File: src/design/power_sum_mod_prime_core_assert.svh
// Assertion macros for the power sum core.
// Used by power_sum_mod_prime_core; no other dependencies.
`ifndef POWER_SUM_MOD_PRIME_CORE_ASSERT_SVH
`define POWER_SUM_MOD_PRIME_CORE_ASSERT_SVH
`ifndef SYNTHESIS
// checked only out of reset
`define PSM_ASSERT_RST(lbl, prop, msg) \
  lbl: assert property (@(posedge clk) disable iff (!rst_n) prop) else $error(msg);
// checked on every edge
`define PSM_ASSERT_ALL(lbl, prop, msg) \
  lbl: assert property (@(posedge clk) prop) else $error(msg);
`else
`define PSM_ASSERT_RST(lbl, prop, msg)
`define PSM_ASSERT_ALL(lbl, prop, msg)
`endif
`endif

File: src/design/psm_pkg.sv
// Shared types and constants for the power sum core.
// No dependencies.
package psm_pkg;

  localparam int unsigned MAX_POWER_DEF = 16384;
  localparam int unsigned MOD_WIDTH_DEF = 32;
  localparam int unsigned CL_W          = 40;
  localparam int unsigned PWR_W         = 15;
  localparam int unsigned IN_W          = 32;
  localparam int unsigned OUT_W         = 32;
  // serial multiplier operand: wide enough for count_limit + 1
  localparam int unsigned BOP_W         = CL_W + 1;
  localparam int unsigned CNT_W         = 6;

  localparam logic [CL_W-1:0]  CL_RESET  = 40'd1000000000000;
  localparam logic [PWR_W-1:0] PWR_RESET = 15'd10000;

  typedef enum logic [0:0] {
    CFG_COUNT_LIMIT = 1'b0,
    CFG_POWER       = 1'b1
  } cfg_idx_t;

  typedef enum logic [2:0] {
    A_ONE, A_C, A_ACC, A_PW, A_POWR
  } a_sel_t;

  typedef enum logic [3:0] {
    B_N, B_N1, B_I, B_IJ, B_SJ, B_INV, B_BASE, B_POWR, B_EBASE
  } b_sel_t;

  typedef enum logic [2:0] {
    D_EBASE, D_POWR, D_SRES, D_BASE, D_PW, D_ACCSUB, D_C
  } dst_t;

  typedef enum logic [4:0] {
    ST_IDLE, ST_INV_BASE, ST_INV_SQ, ST_INV_MUL, ST_INV_WR,
    ST_S0, ST_S0_WR, ST_BASE, ST_PW, ST_RD, ST_MSUB, ST_MBIN,
    ST_MINV, ST_RD_FIN, ST_FIN, ST_S_WR, ST_DONE
  } state_t;

  typedef struct packed {
    logic   start;
    a_sel_t a_sel;
    b_sel_t b_sel;
    dst_t   dst;
    logic   load;
    logic   powr_init;
    logic   s_we;
    logic   s_re;
    logic   v_we;
    logic   v_re;
    logic   v_rd_i;
    logic   out_load;
  } cmd_t;

  typedef struct packed {
    logic busy;
    logic done;
    logic ebit;
    logic m_small;
  } sts_t;

endpackage

File: src/design/psm_ctrl.sv
// Controller: sequences inverses, the partial sum recurrence and handshakes.
// Depends on psm_pkg.
module psm_ctrl #(
  parameter int unsigned MAX_POWER = psm_pkg::MAX_POWER_DEF,
  parameter int unsigned MOD_WIDTH = psm_pkg::MOD_WIDTH_DEF
) (
  input  logic                            clk,
  input  logic                            rst_n,
  input  logic                            in_valid,
  output logic                            in_stall,
  output logic                            out_valid,
  input  logic                            out_stall,
  input  logic [psm_pkg::PWR_W-1:0]       power,
  input  psm_pkg::sts_t                   sts,
  output psm_pkg::cmd_t                   cmd,
  output logic [$clog2(MAX_POWER+3)-1:0]  i_idx,
  output logic [$clog2(MAX_POWER+3)-1:0]  j_idx,
  output logic [$clog2(MOD_WIDTH)-1:0]    bit_idx
);
  import psm_pkg::*;

  localparam int unsigned IW    = $clog2(MAX_POWER + 3);
  localparam int unsigned BIT_W = $clog2(MOD_WIDTH);

  state_t           state_r, state_nxt;
  logic [IW-1:0]    i_r, i_nxt, j_r, j_nxt, p_eff;
  logic [BIT_W-1:0] bit_r, bit_nxt;
  logic             out_valid_r, out_valid_nxt;

  // exponent saturates at the table size
  assign p_eff = (32'(power) > MAX_POWER) ? IW'(MAX_POWER) : IW'(power);

  // next state and loop counters
  always_comb begin
    state_nxt = state_r;
    i_nxt     = i_r;
    j_nxt     = j_r;
    bit_nxt   = bit_r;
    unique case (state_r)
      ST_IDLE: begin
        if (in_valid) begin
          i_nxt     = IW'(1);
          state_nxt = sts.m_small ? ST_DONE : ST_INV_BASE;
        end
      end
      ST_INV_BASE: begin
        if (sts.done) begin
          bit_nxt   = BIT_W'(MOD_WIDTH - 1);
          state_nxt = ST_INV_SQ;
        end
      end
      ST_INV_SQ, ST_INV_MUL: begin
        if (sts.done) begin
          if (state_r == ST_INV_SQ && sts.ebit) begin
            state_nxt = ST_INV_MUL;
          end else if (bit_r == '0) begin
            state_nxt = ST_INV_WR;
          end else begin
            bit_nxt   = bit_r - BIT_W'(1);
            state_nxt = ST_INV_SQ;
          end
        end
      end
      ST_INV_WR: begin
        if (i_r == p_eff + IW'(1)) begin
          i_nxt     = '0;
          state_nxt = ST_S0;
        end else begin
          i_nxt     = i_r + IW'(1);
          state_nxt = ST_INV_BASE;
        end
      end
      ST_S0: begin
        if (sts.done) state_nxt = ST_S0_WR;
      end
      ST_S0_WR: begin
        i_nxt     = IW'(1);
        state_nxt = ST_BASE;
      end
      ST_BASE: begin
        if (sts.done) state_nxt = (p_eff == '0) ? ST_DONE : ST_PW;
      end
      ST_PW: begin
        if (sts.done) begin
          j_nxt     = '0;
          state_nxt = ST_RD;
        end
      end
      ST_RD:   state_nxt = ST_MSUB;
      ST_MSUB: begin
        if (sts.done) state_nxt = ST_MBIN;
      end
      ST_MBIN: begin
        if (sts.done) state_nxt = ST_MINV;
      end
      ST_MINV: begin
        if (sts.done) begin
          if (j_r == i_r - IW'(1)) begin
            state_nxt = ST_RD_FIN;
          end else begin
            j_nxt     = j_r + IW'(1);
            state_nxt = ST_RD;
          end
        end
      end
      ST_RD_FIN: state_nxt = ST_FIN;
      ST_FIN: begin
        if (sts.done) state_nxt = ST_S_WR;
      end
      ST_S_WR: begin
        if (i_r == p_eff) begin
          state_nxt = ST_DONE;
        end else begin
          i_nxt     = i_r + IW'(1);
          state_nxt = ST_PW;
        end
      end
      ST_DONE: begin
        if (!out_valid_r || !out_stall) state_nxt = ST_IDLE;
      end
      default: state_nxt = ST_IDLE;
    endcase
  end

  // commands to the datapath
  always_comb begin
    cmd       = '0;
    cmd.a_sel = A_ONE;
    cmd.b_sel = B_N;
    cmd.dst   = D_SRES;
    unique case (state_r)
      ST_IDLE:     cmd.load = in_valid;
      ST_INV_BASE: begin
        cmd.start     = !sts.busy;
        cmd.powr_init = !sts.busy;
        cmd.b_sel     = B_I;
        cmd.dst       = D_EBASE;
      end
      ST_INV_SQ: begin
        cmd.start = !sts.busy;
        cmd.a_sel = A_POWR;
        cmd.b_sel = B_POWR;
        cmd.dst   = D_POWR;
      end
      ST_INV_MUL: begin
        cmd.start = !sts.busy;
        cmd.a_sel = A_POWR;
        cmd.b_sel = B_EBASE;
        cmd.dst   = D_POWR;
      end
      ST_INV_WR:   cmd.v_we = 1'b1;
      ST_S0:       cmd.start = !sts.busy;
      ST_S0_WR:    cmd.s_we = 1'b1;
      ST_BASE: begin
        cmd.start = !sts.busy;
        cmd.b_sel = B_N1;
        cmd.dst   = D_BASE;
      end
      ST_PW: begin
        cmd.start = !sts.busy;
        cmd.a_sel = A_PW;
        cmd.b_sel = B_BASE;
        cmd.dst   = D_PW;
      end
      ST_RD: begin
        cmd.s_re = 1'b1;
        cmd.v_re = 1'b1;
      end
      ST_MSUB: begin
        cmd.start = !sts.busy;
        cmd.a_sel = A_C;
        cmd.b_sel = B_SJ;
        cmd.dst   = D_ACCSUB;
      end
      ST_MBIN: begin
        cmd.start = !sts.busy;
        cmd.a_sel = A_C;
        cmd.b_sel = B_IJ;
        cmd.dst   = D_C;
      end
      ST_MINV: begin
        cmd.start = !sts.busy;
        cmd.a_sel = A_C;
        cmd.b_sel = B_INV;
        cmd.dst   = D_C;
      end
      ST_RD_FIN: begin
        cmd.v_re   = 1'b1;
        cmd.v_rd_i = 1'b1;
      end
      ST_FIN: begin
        cmd.start = !sts.busy;
        cmd.a_sel = A_ACC;
        cmd.b_sel = B_INV;
        cmd.dst   = D_SRES;
      end
      ST_S_WR:     cmd.s_we = 1'b1;
      ST_DONE:     cmd.out_load = !out_valid_r || !out_stall;
      default:     cmd.load = 1'b0;
    endcase
  end

  // result register handshake
  always_comb begin
    out_valid_nxt = out_valid_r;
    if (out_valid_r && !out_stall) out_valid_nxt = 1'b0;
    if (cmd.out_load)              out_valid_nxt = 1'b1;
  end

  always_ff @(posedge clk) begin
    if (!rst_n) begin
      state_r     <= ST_IDLE;
      out_valid_r <= 1'b0;
      i_r         <= '0;
      j_r         <= '0;
      bit_r       <= '0;
    end else begin
      state_r     <= state_nxt;
      out_valid_r <= out_valid_nxt;
      i_r         <= i_nxt;
      j_r         <= j_nxt;
      bit_r       <= bit_nxt;
    end
  end

  assign in_stall  = (state_r != ST_IDLE);
  assign out_valid = out_valid_r;
  assign i_idx     = i_r;
  assign j_idx     = j_r;
  assign bit_idx   = bit_r;

endmodule

File: config.mk
export PLATFORM = sky130hd
export DESIGN_NAME = psm_ctrl
export DESIGN_NICKNAME = d
export VERILOG_FILES = /design/src/design/power_sum_mod_prime_core_assert.svh /design/src/design/psm_pkg.sv /design/src/design/psm_ctrl.sv
export SDC_FILE = /design/constraint.sdc
export NUM_CORES = 1
export LEC_CHECK = 0
export BUFFER_PORTS_ARGS = -buffer_cell sky130_fd_sc_hd__buf_2
export CORE_ASPECT_RATIO = 0.8
export CORE_UTILIZATION = 40
export DETAILED_ROUTE_END_ITERATION = 10
export GPL_ROUTABILITY_DRIVEN = 0
export GPL_TIMING_DRIVEN = 1
export SYNTH_ARGS = -nofsm -noshare
export SYNTH_HDL_FRONTEND = slang
export SYNTH_SLANG_ARGS = --single-unit
File: constraint.sdc
create_clock -name clk -period 8.6 [get_ports clk]
set_input_delay 1.29 -clock clk [delete_from_list [all_inputs] [get_ports clk]]
set_output_delay 1.29 -clock clk [all_outputs]
set_load 0.02 [all_outputs]
==> flow_summary.yaml <==
critical_path:
  critPathSlowestCell: "a41o_1"
  critPathMaxFanout: 36
  cpLargestDelayFamily: "simple AND/OR/NAND/NOR gates"
  rr_worst_depth: 10
  worstSetupStartpoint: "power[14]"
  worstPathArrival_ns: 4.43
  cp.required_ns: 8.75
  worstReg2RegEnd: "j_idx[12]$_SDFFE_PN0P_"
  startpoint_type: "input pin"
  worstSetupPathType: "in -> reg"
  crit_buf_inv: 2
  end_kind: "register"
  critPathMaxStageDelay_ns: 0.59
  r2r-start: "i_idx[0]$_SDFFE_PN0P_"
  path_cells: "buf_2 > nand2b_1 > inv_1 > ha_1 > xor2_1 > xnor2_1 > o2111ai_1 > nor3_1 > nand3_1 > nor4_1 > a41o_1 > nor2_1"
  r2r_setup_slack_ns: 5.33
run:
  drv_cap: 0
clocking:
  cts_tree: "done"
  cts_max_level: 2
  holdBufCountCts: 0
  cts_resized: 0
  clk_latency_ns: 0.29
  numClockSinks: 41
  postCtsSetupBuffers: 0
  cts_buffer_depth: 2
  path_clk_slew_ns: 0.07
  cts_inserted_buffers: 5
  cts_root_buf: "clkbuf_16"
floorplanning:
  num_rows: 33
  io_pins: 79
  dieArea_mm2: 0.0109
  die_y_um: 93.8
  core_area_mm2: 0.0102
  die_w_um: 117
  initial_utilization_pct: 41.1
detailed_routing:
  wirelength_mm: 13.2
  wl_per_cell_um: 17.3
  vias: 4622
  drt-pass1-iter-count: 5
  drt-initial-drc-count: 475
  drc: 0
  detail_route.vias_per_cell: 6.05
  dr_wl_met3_mm: 1.07
  wl_met2_mm: 5.64
  postRouteAntennaNets: 0
  met1_length_mm: 6.27
  highest_layer: "met4"
placed_design:
  numPortBuffers: 78
  dpl.hpwl_mm: 9.57
  placed_cell_area_mm2: 0.00455
min_path:
  hold_path.startpoint: "bit_idx[4]$_SDFFE_PN0P_"
  hold-path-endpoint: "bit_idx[4]$_SDFFE_PN0P_"
  holdPathStages: 2
  hold_class: "reg -> reg"
global_route:
  antenna_found_initial: 0
  overflow: 0
  grt_pass1_wl_mm: 21.5
  grt_max_degree: 37
  gr-usage-all-layers_pct: 24.7
  grt_pass1_vias: 4152
sta:
  drv_slew: 0
  setup_viol: 0
  tightestPinTransition_ns: 0.915
  layout_min_cycle_time_ns: 4.27
  finalSetupTns_ns: 0
  hold_violations: 0
  rsz0062_at_grt: "false"
  skew_ns: 0.00651
  hold-worst-slack_ns: 0.501
  relSlewSlack_pct: 38.8
  timing.final.crit_share_pct: 49.7
  clock.fmax_mhz: 234
synth:
  synth_edf_count: 0
  yosysSeqAreaShare_pct: 19.5
  yosys.cell_types.count: 74
  async_flop_share_pct: 0
  synth_nets: 617
  synth_seq_cells: 41
  syn-instance-count: 588
  synth_ff_type: "dfxtp_1"
  avgSynthCellArea_um2: 7.16
  yosys_warnings: 0
  syn_area_mm2: 0.00421
cells_and_area:
  final_nets: 652
  antennaDiodeCount: 0
  area_growth_pct: 12.1
  design_area_mm2: 0.00472
  final_cell_mix: "buf_2 (78), nor2_1 (51), nand2_1 (47)"
  drive_gt1_share_pct: 16.0
  layout_commonest_cell: "buf_2"
power_and_ir_drop:
  total_power_mw: 0.696
  p_per_area_mw_per_mm2: 147
  peakVddDrop_mv: 0.116
  total_leakage_power_nw: 1.83
outcome:
  outcome: "finished clean"
==> tightest hold or removal path, stage by stage, from the launching register on <==
cell and delay, ns:
dfxtp_1 0.32, o21ai_0 0.06, a21boi_0 0.07
==> kinds of logic after synthesis <==
group | share of synthesized area (%)
DFF | 19.5
muxes | 1.66
AOI/OAI and AO/OA | 23.0
adders and majority gates | 1.78
buffers and inverters | 7.79
xor gates and xnor gates | 11.2
and+or+nand+nor | 35.1
==> synth_stat cells, types with 8 or more instances <==
master    count  area (um2)
a21oi_1      38         190
a31oi_1       8        50.1
and3_1        8        50.1
buf_2        10        50.1
clkbuf_1     33         124
dfxtp_1      41         821
inv_1        21        78.8
nand2_1      47         176
nand2b_1      9        56.3
nand3_1      28         140
nand4_1      16         100
nor2_1       51         191
nor2b_1       8        50.1
nor3_1       18        90.1
nor4_1       14        87.6
o21ai_0      22         110
o21ai_1      15        75.1
or3_1        11        68.8
or4_1         9        67.6
xnor2_1      32         280
xor2_1       19         166
==> report_power, final <==
part           internal (mW)  switching, mW  total, mW
combinational         0.0903          0.151      0.241
sequential             0.200         0.0321      0.232
clock                  0.138         0.0849      0.223
total                  0.428          0.268      0.696
==> stage by stage <==
stage / worst slack [ns] / instances / util [%]
floorplan: 4.38 / 588 / -
detailed placement: 4.13 / 756 / 44.4
finish: 4.33 / 764 / 46.1
CTS: 4.41 / 764 / 46.1
global placement: 4.30 / 756 / 44.4
global route: 4.11 / 764 / 46.1
==> per-layer routing <==
| layer | track usage (%) | vias up |
|---|---|---|
| li1 | - | 2223 |
| met1 | 35.8 | 2178 |
| met2 | 36.5 | 200 |
| met3 | 5.23 | 21 |
| met4 | 6.43 | 0 |
| met5 | 0 | - |
==> sequential cells by signal, indices dropped and copies added (netlist names) <==
signal	cells
bit_idx	5
j_idx	15
i_idx	15
out_valid	1
state_r	5
==> worst max-delay path by stage <==
stage,endpoint,slack [ns],cells past startpoint
3_5_place_dp,i_idx[11]$_SDFFE_PN0P_,4.13,12
6_report,i_idx[3]$_SDFFE_PN0P_,4.33,12
2_1_floorplan,i_idx[13]$_SDFFE_PN0P_,4.38,17
3_3_place_gp,i_idx[9]$_SDFFE_PN0P_,4.30,12
4_1_cts,i_idx[11]$_SDFFE_PN0P_,4.41,12
5_1_grt,i_idx[10]$_SDFFE_PN0P_,4.11,12
==> cell type report <==
class / count / area [um2]
Tap cell: 140 / 175
Multi-Input combinational cell: 474 / 3070
Timing Repair Buffer: 80 / 405
Sequential cell: 41 / 821
Clock buffer: 5 / 125
Fill cell: 1083 / 5520
Inverter: 21 / 78.8
Clock inverter: 3 / 46.3
(Power assumes the default switching activity.)
